==> src/hdl/ppz_pkg.sv <==
// Shared types, constants and helpers for the perspective point plotter.
package ppz_pkg;

	localparam int SCREEN_WIDTH  = 160;
	localparam int SCREEN_HEIGHT = 44;
	localparam int CELL_COUNT    = SCREEN_WIDTH * SCREEN_HEIGHT;
	localparam int ADDR_W        = $clog2(CELL_COUNT);
	localparam int COL_W         = $clog2(SCREEN_WIDTH);
	localparam int ROW_W         = $clog2(SCREEN_HEIGHT);

	localparam int IDX_W     = 13;
	localparam int COORD_W   = 24;
	localparam int TRIG_W    = 16;
	localparam int SCALE_W   = 16;
	localparam int RECIP_W   = 16;
	localparam int GLYPH_W   = 8;
	localparam int CFG_IDX_W = 3;

	// multiplier operand and result widths
	localparam int MA_W   = 34;
	localparam int MB_W   = 25;
	localparam int PROD_W = MA_W + MB_W;
	localparam int SUM_W  = PROD_W + 1;

	localparam int TRIG_SHIFT = 14;
	localparam int FRAC_SHIFT = 28;
	localparam int NEAR_LIMIT = 25;
	localparam int DIV_STEPS  = RECIP_W;

	localparam int QUEUE_DEPTH = 2;

	localparam logic [GLYPH_W-1:0] GLYPH_SPACE = 8'd32;

	localparam logic MODE_PLOT = 1'b0;
	localparam logic MODE_READ = 1'b1;

	localparam logic [CFG_IDX_W-1:0] REG_CAMERA_X     = 3'd0;
	localparam logic [CFG_IDX_W-1:0] REG_CAMERA_Y     = 3'd1;
	localparam logic [CFG_IDX_W-1:0] REG_CAMERA_Z     = 3'd2;
	localparam logic [CFG_IDX_W-1:0] REG_YAW_COSINE   = 3'd3;
	localparam logic [CFG_IDX_W-1:0] REG_YAW_SINE     = 3'd4;
	localparam logic [CFG_IDX_W-1:0] REG_PITCH_COSINE = 3'd5;
	localparam logic [CFG_IDX_W-1:0] REG_PITCH_SINE   = 3'd6;
	localparam logic [CFG_IDX_W-1:0] REG_PROJ_SCALE   = 3'd7;

	typedef struct packed {
		logic                 mode;
		logic [COORD_W-1:0]   point_x;
		logic [COORD_W-1:0]   point_y;
		logic [COORD_W-1:0]   point_z;
		logic [GLYPH_W-1:0]   glyph;
		logic [IDX_W-1:0]     read_index;
	} in_item_t;

	typedef struct packed {
		logic                 on_screen;
		logic                 cell_written;
		logic [IDX_W-1:0]     cell_index;
		logic [GLYPH_W-1:0]   cell_glyph;
	} out_item_t;

	typedef struct packed {
		logic [COORD_W-1:0]   camera_x;
		logic [COORD_W-1:0]   camera_y;
		logic [COORD_W-1:0]   camera_z;
		logic [TRIG_W-1:0]    yaw_cosine;
		logic [TRIG_W-1:0]    yaw_sine;
		logic [TRIG_W-1:0]    pitch_cosine;
		logic [TRIG_W-1:0]    pitch_sine;
		logic [SCALE_W-1:0]   projection_scale;
	} cfg_t;

	// classified item handed from the front to the back
	typedef struct packed {
		logic                 mode;
		logic                 on;
		logic [IDX_W-1:0]     idx;
		logic [GLYPH_W-1:0]   glyph;
		logic [RECIP_W-1:0]   recip;
	} qitem_t;

	function automatic logic signed [COORD_W-1:0] sat_coord(input logic signed [SUM_W-1:0] v);
		logic signed [SUM_W-1:0] hi;
		logic signed [SUM_W-1:0] lo;
		hi = SUM_W'((64'sd1 <<< (COORD_W - 1)) - 64'sd1);
		lo = -hi - SUM_W'(1);
		if (v > hi)
			return hi[COORD_W-1:0];
		else if (v < lo)
			return lo[COORD_W-1:0];
		else
			return v[COORD_W-1:0];
	endfunction

endpackage

==> src/hdl/ppz_queue.sv <==
// Short queue of classified items between the front and the back.
module ppz_queue import ppz_pkg::*; (
	input  logic   clk,
	input  logic   arst_n,
	input  logic   push,
	input  qitem_t push_item,
	output logic   full,
	input  logic   pop,
	output qitem_t head,
	output logic   empty
);

	localparam int PTR_W = $clog2(QUEUE_DEPTH);

	qitem_t            items_q [QUEUE_DEPTH];
	logic [PTR_W-1:0]  wr_q, rd_q;
	logic [PTR_W:0]    count_q;

	assign full  = count_q == (PTR_W+1)'(QUEUE_DEPTH);
	assign empty = count_q == '0;
	assign head  = items_q[rd_q];

	always_ff @(posedge clk or negedge arst_n) begin
		if (!arst_n) begin
			wr_q    <= '0;
			rd_q    <= '0;
			count_q <= '0;
		end else begin
			if (push)
				wr_q <= (wr_q == PTR_W'(QUEUE_DEPTH - 1)) ? '0 : wr_q + PTR_W'(1);
			if (pop)
				rd_q <= (rd_q == PTR_W'(QUEUE_DEPTH - 1)) ? '0 : rd_q + PTR_W'(1);
			count_q <= count_q + (PTR_W+1)'(push) - (PTR_W+1)'(pop);
		end
	end

	always_ff @(posedge clk) begin
		if (push)
			items_q[wr_q] <= push_item;
	end

endmodule

==> config.mk <==
export PLATFORM = sky130hd
export DESIGN_NAME = ppz_queue
export DESIGN_NICKNAME = d
export VERILOG_FILES = /design/src/hdl/ppz_pkg.sv /design/src/hdl/ppz_queue.sv
export SDC_FILE = /design/constraint.sdc
export NUM_CORES = 1
export LEC_CHECK = 0
export BUFFER_PORTS_ARGS = -buffer_cell sky130_fd_sc_hd__buf_2
export CAP_MARGIN = 0
export CELL_PAD_IN_SITES_DETAIL_PLACEMENT = 0
export CELL_PAD_IN_SITES_GLOBAL_PLACEMENT = 1
export CORE_MARGIN = 2
export CORE_UTILIZATION = 47
export DETAILED_ROUTE_END_ITERATION = 8
export PLACE_DENSITY = 0.83
export SLEW_MARGIN = 20
export SYNTH_ARGS = -nofsm -noshare
export SYNTH_HDL_FRONTEND = slang
export SYNTH_SLANG_ARGS = --single-unit
==> constraint.sdc <==
create_clock -name clk -period 4 [get_ports clk]
set_clock_uncertainty 0.1 [all_clocks]
set_input_delay 0.8 -clock clk [delete_from_list [all_inputs] [get_ports clk]]
set_output_delay 0.8 -clock clk [all_outputs]
set_load 0.01 [all_outputs]
==> results.md, run 1 <==
* Port-buffer cells at 83
* VDD IR max at 0.3471 mV
* Vias in the first global route at 1593
* Area Overhead vs Synth at 21.61%
* Syn_area_per_cell at 22.23 µm²
* First-pass DRT Iterations at 4
* Yosys reg bits at 82
* Tot GR Track Use at 0.1431
* Final Hold Fails at 0
* Slowest stage delay, CP at 980 ps
* Cts hold-fix bufs at 0
* Largest net degree at the start of global routing at 41
* Row cnt at 29
* GPL Wtd Cong at 0.6874
* Layout filler cell count at 523
* Clock transition at path regs at 80 ps
* Clock latency on the worst-skew pair at 330 ps
* HP Class: input port to async pin
* Syn_nets at 181
* Slew headroom at 0.3602
* Antenna diode count at 0
* Place WS at 1538 ps
* Ys Warns at 0
* Fin area at 3676 µm²
* Gates resized, CTS repair at 0
* H-Tree Depth at 3
* Core area at 6277 µm²
* Leak pwr at 1.413 nW
* Final setup violating endpoints at 0
* Cells after Synth at 136
* Initial antenna violation count at 0
* # IOs at 84
* Global-route wire length before repair at 7645 µm
* Via count at 1505
* Final antenna-violating net count at 0
* Highest-count cells in the layout ignoring fill and taps: 83 x buf_2, 78 x edfxtp_1, 39 x mux2_2
* Wire length per cell at 15.25 µm
* Root buffer selected by CTS: clkbuf_8
* Share of cells above drive strength 1 at 0.6052
* Clk buf depth at 2
* Final period util at 0.6963
* Core Util, Final at 0.5856
* CTS Sinks at 82
* Share of the yosys chip area belonging to registers at 0.8079
* NumNets Final at 273
* Die Span Y at 84.20 µm
* Worst-margin pin slew at 959.7 ps
* Post-CTS setup buffer count at 0
* Post-placement cell count at 294
* Maximum clock rate at 359.0 MHz
* RSZ-0062 raised after global routing: no
* Gr ovfl total at 0
* WL final at 4726 µm
* CTS tree: yes
* Critical Path Slowest Stage Cell: dfrtp_2
* Die X at 84.20 µm
* Crit Path Category: register to output port
* CTS buffer count at 9
* Area occupied by multi-input gates at 536.8 µm²
* Die footprint at 7089 µm²
* Final WS setup at 1215 ps
* Worst-path fanout max at 40
* Setup crit start kind: register
* Slew Viols, Final at 0
* Final cell count without fillers at 310
* Worst Path Arrival at 1890 ps
* Setup TNS at 0 ps
* Min cycle time layout at 2785 ps
* Outcome: finished, final reports clean
* Placed instance area at 3515 µm²
* Storage element area at 2444 µm²
* PD cells at 655.1 nW/µm²
* 1st-iter DRT viols at 82
* Synth unique cells at 11
* Commonest non-fill, non-tap cell in the layout: buf_2
* Mapped Area at 3023 µm²
* Worst EP required at 3100 ps
* Vias/cell at 4.855
* Worst Setup End Kind: output port
* Worst path cell trace: mux2_2, buf_2
* Post-DP HPWL at 3014 µm
* Max_cap viols at 0
* Starting density of the core at 0.4816
* Residual DRC count at 0
logic make-up (layout without fill, tap and decap cells):
kind of cell | Yosys count | after routing | share of synthesized area
adder cells (fa/ha/maj) | 2 | 2 | 0.008277
flip-flops | 82 | 82 | 0.8079
multiplexers | 39 | 39 | 0.1453
AND/OR/NAND/NOR | 4 | 4 | 0.007450
buffers and inverters | 6 | 103 | 0.01738
XOR/XNOR | 3 | 3 | 0.01366
critical path, delay by kind of cell (launching register included):
kind | cells | cell delay, ps
flip-flops | 1 | 980
multiplexers | 1 | 420
buffers and inverters | 1 | 140
worst paths after layout:
check	start	endpoint	slack (ps)	cells after the start
setup / recovery	rd_q	head[8]	1210	2
hold / removal	arst_n	count_q[0]	160	1
setup reg to reg	wr_q	items_q[0][15]	2210	2
hold reg to reg	wr_q	wr_q	440	1
max in group asynchronous	arst_n	rd_q	3510	1
min in group clk	wr_q	wr_q	440	1
per-stage QoR:
step / hold slack, ps / power, mW
2_1_floorplan: 353.1 / 1.716
3_5_place_dp: 431.4 / 1.959
4_1_cts: 137.9 / 2.457
3_3_place_gp: 420.1 / 1.945
5_1_grt: 128.7 / 2.553
6_report: 157.4 / 2.408
state kept, by name, summed over array words and instances, names as in the netlist:
signal / cells
rd_q: 1
items_q: 78
count_q: 2
wr_q: 1
synth_stat cells:
cell	count	area, µm²
xor2_1	2	17.52
nor2_1	1	3.750
nor2b_1	2	12.51
ha_1	2	25.02
mux2_2	39	439.2
xor3_1	1	23.77
buf_6	4	45.04
edfxtp_1	78	2342
inv_1	2	7.510
dfrtp_1	4	100.1
and2_1	1	6.260
metal layers:
| layer | vias up | part of all wire | GRT usage |
|---|---|---|---|
| met2 | 64 | 0.48 | 0.2251 |
| met3 | 3 | 0.085 | 0.05703 |
| met5 | - | 0 | 0 |
| li1 | 714 | - | - |
| met4 | 0 | 0.0044 | 0.04839 |
| met1 | 724 | 0.43 | 0.1832 |
layout make-up:
type	count	share of cell area
Tap cell	77	0.02621
Clock buffer	10	0.03472
Sequential cell	82	0.6647
Multi-Input combinational cell	48	0.1460
Timing Repair Buffer	85	0.1171
Inverter	2	0.002042
Clock inverter	6	0.009190
report_power, final:
part	total (mW)	switching, mW	internal [mW]
Combinational	0.652	0.302	0.350
Sequential	1.27	0.123	1.14
Clock	0.489	0.269	0.220
Total	2.41	0.695	1.71
Note: power is estimated with default switching activity, not from simulation.
==> inputs of run 2 (changes only) <==
--- a/config.mk
+++ b/config.mk
@@ -5,14 +5,15 @@
 export SDC_FILE = /design/constraint.sdc
 export NUM_CORES = 1
 export LEC_CHECK = 0
+export ABC_AREA = 1
 export BUFFER_PORTS_ARGS = -buffer_cell sky130_fd_sc_hd__buf_2
 export CAP_MARGIN = 0
 export CELL_PAD_IN_SITES_DETAIL_PLACEMENT = 0
 export CELL_PAD_IN_SITES_GLOBAL_PLACEMENT = 1
 export CORE_MARGIN = 2
-export CORE_UTILIZATION = 47
+export CORE_UTILIZATION = 41
 export DETAILED_ROUTE_END_ITERATION = 8
-export PLACE_DENSITY = 0.83
+export PLACE_DENSITY = 0.77
 export SLEW_MARGIN = 20
 export SYNTH_ARGS = -nofsm -noshare
 export SYNTH_HDL_FRONTEND = slang
==> constraint.sdc (replaced) <==
create_clock -name clk -period 2.9 [get_ports clk]
set_clock_uncertainty 0.1 [all_clocks]
set_input_delay 0.58 -clock clk [delete_from_list [all_inputs] [get_ports clk]]
set_output_delay 0.58 -clock clk [all_outputs]
set_load 0.01 [all_outputs]
==> results.md, run 2 <==
* CTS buffer count at 9
* Slew Viols, Final at 0
* Leak pwr at 1.658 nW
* Wire length per cell at 11.93 µm
* Clock transition at path regs at 80 ps
* Top cells by count, synth: 78 x edfxtp_1, 46 x inv_1, 45 x nand2_1
* Area Overhead vs Synth at 21.82%
* Ys Warns at 0
* Met3 routed WL at 315 µm
* Final period util at 0.7899
* Min cycle time layout at 2291 ps
* Biggest regs: items_q: 78 flops, count_q: 2 flops
* Residual DRC count at 0
* Global-route wire length before repair at 7893 µm
* Top-area cell type share of the netlist area at 0.7509
* Commonest non-fill, non-tap cell in the layout: buf_2
* Final cell count without fillers at 423
* Top post-synthesis cells by area: edfxtp_1 75%, inv_1 5.5%, nand2_1 5.4%
* Setup crit start kind: register
* H-Tree Depth at 3
* Gr ovfl total at 0
* Root buffer selected by CTS: clkbuf_8
* Worst Setup End Kind: output port
* Yosys reg bits at 82
* NumNets Final at 365
* Core area at 7292 µm²
* Max_cap viols at 0
* Top-count cell post-synth: edfxtp_1
* Core Util, Final at 0.5211
* # IOs at 84
* Starting density of the core at 0.4278
* Post-CTS setup buffer count at 0
* Cells after Synth at 229
* Syn_area_per_cell at 13.62 µm²
* WL met2 at 2507 µm
* Worst-path fanout max at 27
* Top FF cell, synth: edfxtp_1
* Largest net degree at the start of global routing at 29
* RSZ-0062 raised after global routing: no
* Maximum clock rate at 436.5 MHz
* Post-DP HPWL at 3505 µm
* Die Span Y at 91.23 µm
* 1st-iter DRT viols at 83
* Setup TNS at 0 ps
* Post-placement cell count at 407
* Synth async-reset ratio at 0.04878
* Reg2reg setup slack at 1300 ps
* HP Class: input port to register
* GPL Wtd Cong at 0.6699
* PD cells at 885.7 nW/µm²
* Adder-Cell Fraction of Synth Area at 0.008022
* WL final at 5046 µm
* Worst EP required at 2220 ps
* Worst-margin pin slew at 597.9 ps
* Initial antenna violation count at 0
* Worst Path Arrival at 1610 ps
* Mapped Area at 3119 µm²
* Synth unique cells at 15
* Compound-Gate Fraction of Synth Area at 0.06378
* Met1 WL at 2142 µm
* Final setup violating endpoints at 0
* Row cnt at 31
* Mux share of post-synthesis cell area at 0
* Vias in the first global route at 1741
* Via count at 1861
* Xor/xnor share of the synthesized area at 0.005616
* Port-buffer cells at 83
* Highest routed layer: met4
* Largest family of logic cells by synthesized area: buffers and inverters
* VDD IR max at 0.4693 mV
* Die footprint at 8322 µm²
* Hold slack final at 330.6 ps
* EDFF count, synth at 78
* Vias/cell at 4.400
* Final antenna-violating net count at 0
* Tot GR Track Use at 0.1252
* Crit Path Category: register to output port
* Outcome: finished, final reports clean
* Antenna diode count at 0
* Synth area leader: edfxtp_1
* Syn_nets at 274
* Die X at 91.23 µm
* Highest-count cells in the layout ignoring fill and taps: 83 x buf_2, 78 x edfxtp_1, 45 x inv_1, 45 x nand2_1, 29 x o21ai_0
* CTS Sinks at 82
* Share of the yosys chip area belonging to registers at 0.7830
* Simple logic cell fraction of the synthesized area at 0.05937
* Share of cells above drive strength 1 at 0.3210
* Final Hold Fails at 0
* Slew headroom at 0.6005
* First-pass DRT Iterations at 4
* Clock latency on the worst-skew pair at 330 ps
* Max reg flops at 78
* Clk buf depth at 2
* Largest register by flop count: items_q
* CTS tree: yes
==> run 2: cell types whose count changed after synthesis, moves of 2 or more <==
| cell | change |
|---|---|
| buf_2 | +4 |
| mux2_2 | -39 |
| nor2_1 | +2 |
| inv_1 | +44 |
| buf_6 | -2 |
| nand2_1 | +45 |
| nor2b_1 | -2 |
| o21ai_0 | +29 |
| buf_8 | +2 |
| o21ai_1 | +9 |
==> run 2: layout make-up <==
type                            count  area (µm²)
Clock buffer                       10       127.6
Clock inverter                      5       22.52
Fill cell                         692        3492
Inverter                           46       172.7
Multi-Input combinational cell     92       434.2
Sequential cell                    82        2444
Tap cell                           99       123.9
Timing Repair Buffer               89       475.5
==> run 2: final timing paths <==
| check | start | cells past startpoint | end |
|---|---|---|---|
| max | rd_q | 4 | head[26] |
| min | push_item[1] | 1 | items_q[1][1] |
| max reg2reg | wr_q | 2 | items_q[0][6] |
| min reg2reg | wr_q | 1 | wr_q |
| max in group asynchronous | arst_n | 2 | rd_q |
| min in group asynchronous | arst_n | 2 | count_q[0] |
==> run 2: layer usage <==
layer | vias up | global-route usage
met2 | 53 | 0.2068
li1 | 941 | -
met5 | - | 0
met3 | 9 | 0.04315
met4 | 0 | 0.05682
met1 | 858 | 0.1477
==> run 2: stage by stage <==
step           cell area, µm²  power (mW)  worst slack (ps)
3_5_place_dp             3640       2.774             906.3
6_report                 3800       3.365             609.2
4_1_cts                  3800       3.426             540.6
3_3_place_gp             3640       2.749             922.3
5_1_grt                  3800       3.606             378.3
2_1_floorplan            3119       2.372             102.7
==> run 2: cell families (layout without fill, tap and decap cells) <==
group                      Yosys count  after routing
buffers and inverters               55            150
and+or+nand+nor                     49             49
DFF                                 82             82
adders and majority gates            2              2
AOI/OAI and AO/OA                   39             39
xor gates and xnor gates             2              2
==> run 2: timing repair <==
item                                    CTS  global route
resized for setup                         0             0
hold buffers                              1             0
endpoints found under the setup margin    0             0
endpoints found under the hold margin     4             0
==> run 2: where the power goes <==
part	leakage, nW	switching (mW)	internal [mW]	total (mW)
clock network	0.0808	0.353	0.296	0.649
logic	0.799	0.644	0.391	1.03
registers	0.778	0.107	1.57	1.68
total	1.66	1.10	2.26	3.37
==> run 2: critical path, cell delays in order (launching register included) <==
cell and delay, ps:
dfrtp_2 600, buf_4 350, nand2_1 80, o21ai_1 90
buf_2 150
