`config.mk`:
```
export PLATFORM = sky130hd
export DESIGN_NAME = ppz_front
export DESIGN_NICKNAME = d
export VERILOG_FILES = /design/src/hdl/ppz_pkg.sv /design/src/hdl/ppz_front.sv
export SDC_FILE = /design/constraint.sdc
export NUM_CORES = 2
export LEC_CHECK = 0
export ABC_AREA = 1
export BUFFER_PORTS_ARGS = -buffer_cell sky130_fd_sc_hd__buf_2
export CORE_AREA = 3 3 446 271
export CTS_BUF_LIST = sky130_fd_sc_hd__clkbuf_8
export DETAILED_ROUTE_END_ITERATION = 8
export DIE_AREA = 0 0 449 274
export PLACE_DENSITY_LB_ADDON = 0.05
export SYNTH_ARGS = -nofsm -noshare
export SYNTH_HDL_FRONTEND = slang
export SYNTH_SLANG_ARGS = --single-unit
```
`constraint.sdc`:
```
create_clock -name clk -period 31.5 [get_ports clk]
set_clock_uncertainty 0.15 [all_clocks]
set_input_delay 1.575 -clock clk [delete_from_list [all_inputs] [get_ports clk]]
set_output_delay 1.575 -clock clk [all_outputs]
set_load 0.02 [all_outputs]
```
`src/hdl/ppz_pkg.sv`:
```
// Shared types, constants and helpers for the perspective point plotter.
package ppz_pkg;

	localparam int SCREEN_WIDTH  = 160;
	localparam int SCREEN_HEIGHT = 44;
	localparam int CELL_COUNT    = SCREEN_WIDTH * SCREEN_HEIGHT;
	localparam int ADDR_W        = $clog2(CELL_COUNT);
	localparam int COL_W         = $clog2(SCREEN_WIDTH);
	localparam int ROW_W         = $clog2(SCREEN_HEIGHT);

	localparam int IDX_W     = 13;
	localparam int COORD_W   = 24;
	localparam int TRIG_W    = 16;
	localparam int SCALE_W   = 16;
	localparam int RECIP_W   = 16;
	localparam int GLYPH_W   = 8;
	localparam int CFG_IDX_W = 3;

	// multiplier operand and result widths
	localparam int MA_W   = 34;
	localparam int MB_W   = 25;
	localparam int PROD_W = MA_W + MB_W;
	localparam int SUM_W  = PROD_W + 1;

	localparam int TRIG_SHIFT = 14;
	localparam int FRAC_SHIFT = 28;
	localparam int NEAR_LIMIT = 25;
	localparam int DIV_STEPS  = RECIP_W;

	localparam int QUEUE_DEPTH = 2;

	localparam logic [GLYPH_W-1:0] GLYPH_SPACE = 8'd32;

	localparam logic MODE_PLOT = 1'b0;
	localparam logic MODE_READ = 1'b1;

	localparam logic [CFG_IDX_W-1:0] REG_CAMERA_X     = 3'd0;
	localparam logic [CFG_IDX_W-1:0] REG_CAMERA_Y     = 3'd1;
	localparam logic [CFG_IDX_W-1:0] REG_CAMERA_Z     = 3'd2;
	localparam logic [CFG_IDX_W-1:0] REG_YAW_COSINE   = 3'd3;
	localparam logic [CFG_IDX_W-1:0] REG_YAW_SINE     = 3'd4;
	localparam logic [CFG_IDX_W-1:0] REG_PITCH_COSINE = 3'd5;
	localparam logic [CFG_IDX_W-1:0] REG_PITCH_SINE   = 3'd6;
	localparam logic [CFG_IDX_W-1:0] REG_PROJ_SCALE   = 3'd7;

	typedef struct packed {
		logic                 mode;
		logic [COORD_W-1:0]   point_x;
		logic [COORD_W-1:0]   point_y;
		logic [COORD_W-1:0]   point_z;
		logic [GLYPH_W-1:0]   glyph;
		logic [IDX_W-1:0]     read_index;
	} in_item_t;

	typedef struct packed {
		logic                 on_screen;
		logic                 cell_written;
		logic [IDX_W-1:0]     cell_index;
		logic [GLYPH_W-1:0]   cell_glyph;
	} out_item_t;

	typedef struct packed {
		logic [COORD_W-1:0]   camera_x;
		logic [COORD_W-1:0]   camera_y;
		logic [COORD_W-1:0]   camera_z;
		logic [TRIG_W-1:0]    yaw_cosine;
		logic [TRIG_W-1:0]    yaw_sine;
		logic [TRIG_W-1:0]    pitch_cosine;
		logic [TRIG_W-1:0]    pitch_sine;
		logic [SCALE_W-1:0]   projection_scale;
	} cfg_t;

	// classified item handed from the front to the back
	typedef struct packed {
		logic                 mode;
		logic                 on;
		logic [IDX_W-1:0]     idx;
		logic [GLYPH_W-1:0]   glyph;
		logic [RECIP_W-1:0]   recip;
	} qitem_t;

	function automatic logic signed [COORD_W-1:0] sat_coord(input logic signed [SUM_W-1:0] v);
		logic signed [SUM_W-1:0] hi;
		logic signed [SUM_W-1:0] lo;
		hi = SUM_W'((64'sd1 <<< (COORD_W - 1)) - 64'sd1);
		lo = -hi - SUM_W'(1);
		if (v > hi)
			return hi[COORD_W-1:0];
		else if (v < lo)
			return lo[COORD_W-1:0];
		else
			return v[COORD_W-1:0];
	endfunction

endpackage

```
`src/hdl/ppz_front.sv`:
```
// Front end: accepts items, rotates, divides and projects plot points.
module ppz_front import ppz_pkg::*; (
	input  logic     clk,
	input  logic     arst_n,
	input  logic     go,
	input  in_item_t cmd,
	input  cfg_t     cfg,
	output logic     busy,
	output logic     push,
	output qitem_t   push_item,
	input  logic     full
);

	localparam logic [2:0] S_IDLE = 3'd0;
	localparam logic [2:0] S_ROT  = 3'd1;
	localparam logic [2:0] S_DIV  = 3'd2;
	localparam logic [2:0] S_PROJ = 3'd3;
	localparam logic [2:0] S_PUSH = 3'd4;

	logic [2:0]                  state_q;
	logic [3:0]                  step_q;
	logic signed [COORD_W-1:0]   cx_q, cy_q, cz_q, tx_q, tz_q, ty_q, fz_q;
	logic signed [PROD_W-1:0]    acc_q;
	logic [COORD_W:0]            rem_q;
	logic [RECIP_W-1:0]          quo_q;
	logic signed [SUM_W-1:0]     xs_q, ys_q;
	logic                        mode_q, near_q;
	logic [GLYPH_W-1:0]          glyph_q;
	logic [IDX_W-1:0]            idx_q;

	logic signed [MA_W-1:0]      ma;
	logic signed [MB_W-1:0]      mb;
	logic signed [PROD_W-1:0]    prod;
	logic signed [SUM_W-1:0]     rsum;
	logic signed [COORD_W-1:0]   rot_val;
	logic [COORD_W:0]            rem2;
	logic                        rem_ge;
	logic signed [COORD_W:0]     dx, dy, dz;
	logic signed [SUM_W-1:0]     col_full, row_full;
	logic                        col_ok, row_ok, hit;
	logic [COL_W-1:0]            col;
	logic [ROW_W-1:0]            row;

	localparam logic signed [SUM_W-1:0] FRAC_ONE = SUM_W'(64'sd1 <<< FRAC_SHIFT);

	// shared multiplier operand selection
	always_comb begin
		ma = '0;
		mb = '0;
		case (state_q)
			S_ROT: begin
				case (step_q[2:0])
					3'd0: begin ma = MA_W'(cx_q); mb = MB_W'($signed(cfg.yaw_cosine)); end
					3'd1: begin ma = MA_W'(cz_q); mb = MB_W'($signed(cfg.yaw_sine)); end
					3'd2: begin ma = MA_W'(cx_q); mb = MB_W'($signed(cfg.yaw_sine)); end
					3'd3: begin ma = MA_W'(cz_q); mb = MB_W'($signed(cfg.yaw_cosine)); end
					3'd4: begin ma = MA_W'(cy_q); mb = MB_W'($signed(cfg.pitch_cosine)); end
					3'd5: begin ma = MA_W'(tz_q); mb = MB_W'($signed(cfg.pitch_sine)); end
					3'd6: begin ma = MA_W'(cy_q); mb = MB_W'($signed(cfg.pitch_sine)); end
					default: begin ma = MA_W'(tz_q); mb = MB_W'($signed(cfg.pitch_cosine)); end
				endcase
			end
			S_PROJ: begin
				case (step_q[1:0])
					2'd0: begin
						ma = $signed({{(MA_W-SCALE_W){1'b0}}, cfg.projection_scale});
						mb = $signed({{(MB_W-RECIP_W){1'b0}}, quo_q});
					end
					2'd1: begin ma = $signed({2'b00, acc_q[MA_W-3:0]}); mb = MB_W'(tx_q); end
					default: begin ma = $signed({2'b00, acc_q[MA_W-3:0]}); mb = MB_W'(ty_q); end
				endcase
			end
			default: begin
				ma = '0;
				mb = '0;
			end
		endcase
	end

	assign prod    = ma * mb;
	// odd rotation steps: add when step bit 1 is set, otherwise subtract
	assign rsum    = step_q[1] ? (SUM_W'(acc_q) + SUM_W'(prod)) : (SUM_W'(acc_q) - SUM_W'(prod));
	assign rot_val = sat_coord(rsum >>> TRIG_SHIFT);

	assign rem2   = {rem_q[COORD_W-1:0], 1'b0};
	assign rem_ge = rem2 >= {1'b0, fz_q};

	assign dx = $signed({cmd.point_x[COORD_W-1], cmd.point_x})
		- $signed({cfg.camera_x[COORD_W-1], cfg.camera_x});
	assign dy = $signed({cmd.point_y[COORD_W-1], cmd.point_y})
		- $signed({cfg.camera_y[COORD_W-1], cfg.camera_y});
	assign dz = $signed({cmd.point_z[COORD_W-1], cmd.point_z})
		- $signed({cfg.camera_z[COORD_W-1], cfg.camera_z});

	// truncation toward zero: anything above minus one cell lands in column zero
	assign col_full = xs_q >>> FRAC_SHIFT;
	assign row_full = ys_q >>> FRAC_SHIFT;
	assign col_ok   = (xs_q > -FRAC_ONE) && (col_full < SUM_W'(SCREEN_WIDTH));
	assign row_ok   = (ys_q > -FRAC_ONE) && (row_full < SUM_W'(SCREEN_HEIGHT));
	assign col      = xs_q[SUM_W-1] ? '0 : col_full[COL_W-1:0];
	assign row      = ys_q[SUM_W-1] ? '0 : row_full[ROW_W-1:0];
	assign hit      = (mode_q == MODE_PLOT) && near_q && col_ok && row_ok;

	always_comb begin
		push_item.mode  = mode_q;
		push_item.on    = hit;
		push_item.glyph = glyph_q;
		push_item.recip = quo_q;
		if (mode_q == MODE_READ)
			push_item.idx = idx_q;
		else if (hit)
			push_item.idx = IDX_W'(row * SCREEN_WIDTH + col);
		else
			push_item.idx = '0;
	end

	assign push = (state_q == S_PUSH) && !full;
	assign busy = state_q != S_IDLE;

	always_ff @(posedge clk or negedge arst_n) begin
		if (!arst_n) begin
			state_q <= S_IDLE;
			step_q  <= '0;
		end else begin
			case (state_q)
				S_IDLE: begin
					step_q <= '0;
					if (go)
						state_q <= (cmd.mode == MODE_READ) ? S_PUSH : S_ROT;
				end
				S_ROT: begin
					step_q <= step_q + 4'd1;
					if (step_q[2:0] == 3'd7) begin
						step_q  <= '0;
						state_q <= (rot_val > COORD_W'(NEAR_LIMIT)) ? S_DIV : S_PUSH;
					end
				end
				S_DIV: begin
					step_q <= step_q + 4'd1;
					if (step_q == 4'(DIV_STEPS - 1)) begin
						step_q  <= '0;
						state_q <= S_PROJ;
					end
				end
				S_PROJ: begin
					step_q <= step_q + 4'd1;
					if (step_q[1:0] == 2'd2)
						state_q <= S_PUSH;
				end
				S_PUSH: begin
					if (!full)
						state_q <= S_IDLE;
				end
				default: state_q <= S_IDLE;
			endcase
		end
	end

	always_ff @(posedge clk) begin
		case (state_q)
			S_IDLE: begin
				if (go) begin
					mode_q  <= cmd.mode;
					glyph_q <= cmd.glyph;
					idx_q   <= cmd.read_index;
					near_q  <= 1'b0;
					cx_q    <= sat_coord(SUM_W'(dx));
					cy_q    <= sat_coord(SUM_W'(dy));
					cz_q    <= sat_coord(SUM_W'(dz));
				end
			end
			S_ROT: begin
				case (step_q[2:0])
					3'd1: tx_q <= rot_val;
					3'd3: tz_q <= rot_val;
					3'd5: ty_q <= rot_val;
					3'd7: begin
						fz_q   <= rot_val;
						near_q <= rot_val > COORD_W'(NEAR_LIMIT);
						// bits above the top quotient bit leave sixteen, below any kept depth
						rem_q  <= (COORD_W+1)'(1 << (20 - RECIP_W));
						quo_q  <= '0;
					end
					default: acc_q <= prod;
				endcase
			end
			S_DIV: begin
				rem_q <= rem_ge ? (rem2 - {1'b0, fz_q}) : rem2;
				quo_q <= {quo_q[RECIP_W-2:0], rem_ge};
			end
			S_PROJ: begin
				case (step_q[1:0])
					2'd0: acc_q <= prod;
					2'd1: xs_q <= (SUM_W'(SCREEN_WIDTH) <<< (FRAC_SHIFT - 1)) + (SUM_W'(prod) <<< 1);
					default: ys_q <= (SUM_W'(SCREEN_HEIGHT) <<< (FRAC_SHIFT - 1)) - SUM_W'(prod);
				endcase
			end
			default: ;
		endcase
	end

endmodule

```
==> flow_metrics.py <==
metrics = {
    "die": {
        "coreArea_um2": 117000,
        "initial_utilization_pct": 50.0,
        "ios": 291,
        "row_count": 97,
        "design.die.area_um2": 123000,
        "die_width_um": 449,
        "die_height_um": 274,
    },
    "cts": {
        "clockBufferDepth": 3,
        "number_of_clock_sinks": 416,
        "clk_pin_slew_ns": 0.08,
        "tritoncts": "built",
        "h_tree_depth": 2,
        "cts_hold_buffers": 0,
        "tritoncts.num_buffers": 59,
        "cts_resized": 0,
        "clkLatencyLatePin_ns": 0.73,
        "post-cts-setup-buffers": 0,
        "clockRootBuffer": "sky130_fd_sc_hd__clkbuf_8",
    },
    "synthesis": {
        "most_common_cell_in_the_netlist": "sky130_fd_sc_hd__inv_1",
        "postSynthCellCount": 7000,
        "dominantRegCellSynth": "sky130_fd_sc_hd__edfxtp_1",
        "synthesis.nets": 8439,
        "async_flop_share_pct": 1.68,
        "mappedNetlistArea_um2": 58400,
        "synth_cell_type_count": 76,
        "synth_common_cells": "1388 x sky130_fd_sc_hd__inv_1, 1372 x sky130_fd_sc_hd__nand2_1, 856 x sky130_fd_sc_hd__fa_1, 800 x sky130_fd_sc_hd__nor2_1, 409 x sky130_fd_sc_hd__edfxtp_1",
        "ys_warn_count": 0,
        "syn_avg_cell_area_um2": 8.34,
        "synth_seq_area_share_pct": 21.3,
        "netlist.area_leader.share_pct": 29.3,
        "synth-seq-cells": 416,
        "synth_edf_count": 409,
        "post_synth_main_area_contributors": "sky130_fd_sc_hd__fa_1 29%, sky130_fd_sc_hd__edfxtp_1 21%, sky130_fd_sc_hd__inv_1 8.9%",
        "synth_top_area_cell": "sky130_fd_sc_hd__fa_1",
    },
    "routing": {
        "num_vias": 50658,
        "avgViaCountPerCell": 5.69,
        "drt_iter0_drc": 6447,
        "detail_route.drc_violations": 0,
        "firstDrtPassIters": 8,
        "wl_um": 231000,
        "route.detailed.wl_per_inst_um": 25.9,
        "final_antenna_net_count": 0,
    },
    "sta": {
        "achievable-frequency_mhz": 56.9,
        "period_share_pct": 55.8,
        "tightestPinTransition_ns": 1.16,
        "timing.final.crit_period_ns": 17.57,
        "max-slew-margin-rel_pct": 22.5,
        "slew_viol_final": 0,
        "timing.final.setup_violations": 0,
        "finalHoldViolations": 0,
        "fin_tns_setup_ns": 0,
        "grt_setup_unrepaired": "false",
    },
    "grt": {
        "global_route.overflow_total": 0,
        "vias_in_the_first_global_route": 48636,
        "track_usage_pct": 37.5,
        "grt_max_degree": 70,
        "initial_antenna_violation_count": 8,
        "grt_pass1_wl_um": 336000,
    },
    "layout": {
        "syn_to_final_growth_pct": 8.00,
        "drive_gt1_share_pct": 9.41,
        "finish.net_count": 8704,
        "final-instance-count-excl-fill": 8902,
    },
    "setup_path": {
        "worstPathRequired_ns": 31.97,
        "critical_path_arrival_ns": 18.04,
        "timing.critical_path.slowest_cell_delay_ns": 0.72,
        "crit_type": "reg2reg",
        "end_kind": "register",
        "largest_fanout_on_the_critical_path": 27,
        "timing.critical_path.from_type": "register",
        "critical-path-top-cell-by-count": "sky130_fd_sc_hd__nand2_1",
        "slowest_stage": "sky130_fd_sc_hd__ha_1",
    },
    "job": {
        "max_cap_violations": 0,
    },
    "placed_design": {
        "placed_cells": 8788,
        "gp_routability_congestion": 1.07,
        "hpwl_um": 195000,
        "quantity_of_i_o_buffers_inserted_on_ports": 290,
    },
    "hold_path": {
        "hp-class": "reg2reg",
    },
    "run_status": {
        "run_status": "completed",
    },
}
-- logic make-up (layout without fill, tap and decap cells) --
family	Yosys count	in the layout	synth area share [%]
other	0	4	0
buffers and inverters	1632	1946	10.6
AND/OR/NAND/NOR	2669	2669	19.3
AO/OA/AOI/OAI	831	831	8.01
XOR/XNOR	263	263	4.28
flip-flops	416	416	21.3
adder cells (fa/ha/maj)	1189	1189	36.5
-- path summary, 6_finish.rpt --
path / start / endpoint / slack (ns) / cells past startpoint
min: step_q[3] / step_q[3] / 0.40 / 2
max: step_q[1] / state_q[2] / 13.93 / 66
max in group asynchronous: arst_n / step_q[1] / 30.49 / 1
min reg2reg: step_q[3] / step_q[3] / 0.40 / 2
min in group asynchronous: arst_n / state_q[0] / 0.53 / 1
max reg2reg: step_q[1] / state_q[2] / 13.93 / 66
-- cell type report --
type	count	area, um2
antenna	4	10.0
clock buffer	59	812
clock inverter	51	272
fill	11282	53700
inverter	1443	5420
multi-input combinational	4952	39900
sequential	416	12500
tap	1584	1980
timing repair buffer	393	2220
-- critical path, delay by kind of cell, from the launching register on --
family | cells | cell delay, ns
XOR/XNOR | 1 | 0.19
AO/OA/AOI/OAI | 12 | 3.95
buffers and inverters | 12 | 2.38
AND/OR/NAND/NOR | 31 | 5.12
flip-flops | 1 | 0.39
adder cells (fa/ha/maj) | 10 | 5.20
-- per-layer routing --
layer | vias up | wire, um | track usage, % | part of all wire (%)
met3 | 256 | 39400 | 19.1 | 17
met2 | 3114 | 79000 | 43.9 | 34
li1 | 22300 | - | - | -
met1 | 24970 | 107000 | 59.4 | 47
met4 | 18 | 4040 | 5.83 | 1.8
met5 | - | 779 | 5.27 | 0.34
-- placed cells by master, fill, tap and decap left out, types with 11 or more instances in the layout --
| cell type | n |
|---|---|
| sky130_fd_sc_hd__inv_2 | 39 |
| sky130_fd_sc_hd__a31oi_1 | 14 |
| sky130_fd_sc_hd__xor2_1 | 174 |
| sky130_fd_sc_hd__nor2_2 | 28 |
| sky130_fd_sc_hd__edfxtp_1 | 409 |
| sky130_fd_sc_hd__buf_4 | 103 |
| sky130_fd_sc_hd__and2_1 | 11 |
| sky130_fd_sc_hd__o21ai_0 | 277 |
| sky130_fd_sc_hd__a21oi_1 | 335 |
| sky130_fd_sc_hd__nor4_1 | 57 |
| sky130_fd_sc_hd__inv_1 | 1403 |
| sky130_fd_sc_hd__clkbuf_8 | 59 |
| sky130_fd_sc_hd__nand4_1 | 84 |
| sky130_fd_sc_hd__nor3_1 | 47 |
| sky130_fd_sc_hd__buf_2 | 290 |
| sky130_fd_sc_hd__fa_1 | 855 |
| sky130_fd_sc_hd__o21a_1 | 14 |
| sky130_fd_sc_hd__nand2_1 | 1372 |
| sky130_fd_sc_hd__o21ai_1 | 32 |
| sky130_fd_sc_hd__clkinv_1 | 31 |
| sky130_fd_sc_hd__a22oi_1 | 12 |
| sky130_fd_sc_hd__o31ai_1 | 12 |
| sky130_fd_sc_hd__nand3_1 | 145 |
| sky130_fd_sc_hd__nor2_1 | 794 |
| sky130_fd_sc_hd__xnor2_1 | 67 |
| sky130_fd_sc_hd__nand2_2 | 41 |
| sky130_fd_sc_hd__xor2_2 | 15 |
| sky130_fd_sc_hd__o21bai_1 | 23 |
| sky130_fd_sc_hd__clkinv_2 | 11 |
| sky130_fd_sc_hd__nor2_4 | 22 |
| sky130_fd_sc_hd__ha_1 | 333 |
-- state kept, by name, summed over array words and instances, names as in the netlist, 24 cells and up --
signal  count
rem_q      24
cx_q       24
tz_q       24
tx_q       24
ys_q       60
cz_q       24
xs_q       59
acc_q      59
ty_q       24
fz_q       24
cy_q       24
-- per-stage QoR --
stage | worst slack, ns | hold slack [ns] | utilization (%) | instance area, um2
floorplan | 16.68 | 0.340 | - | 58400
global placement | 14.92 | 0.368 | 53.1 | 62000
detailed placement | 14.94 | 0.373 | 53.1 | 62000
CTS | 14.89 | 0.396 | 54.0 | 63100
global route | 13.22 | 0.422 | 54.0 | 63100
finish | 13.93 | 0.397 | 54.0 | 63100
Power is left out: the tool's default activity adds up to more than one toggle a clock period on the data nets, which glitch-free logic cannot reach.
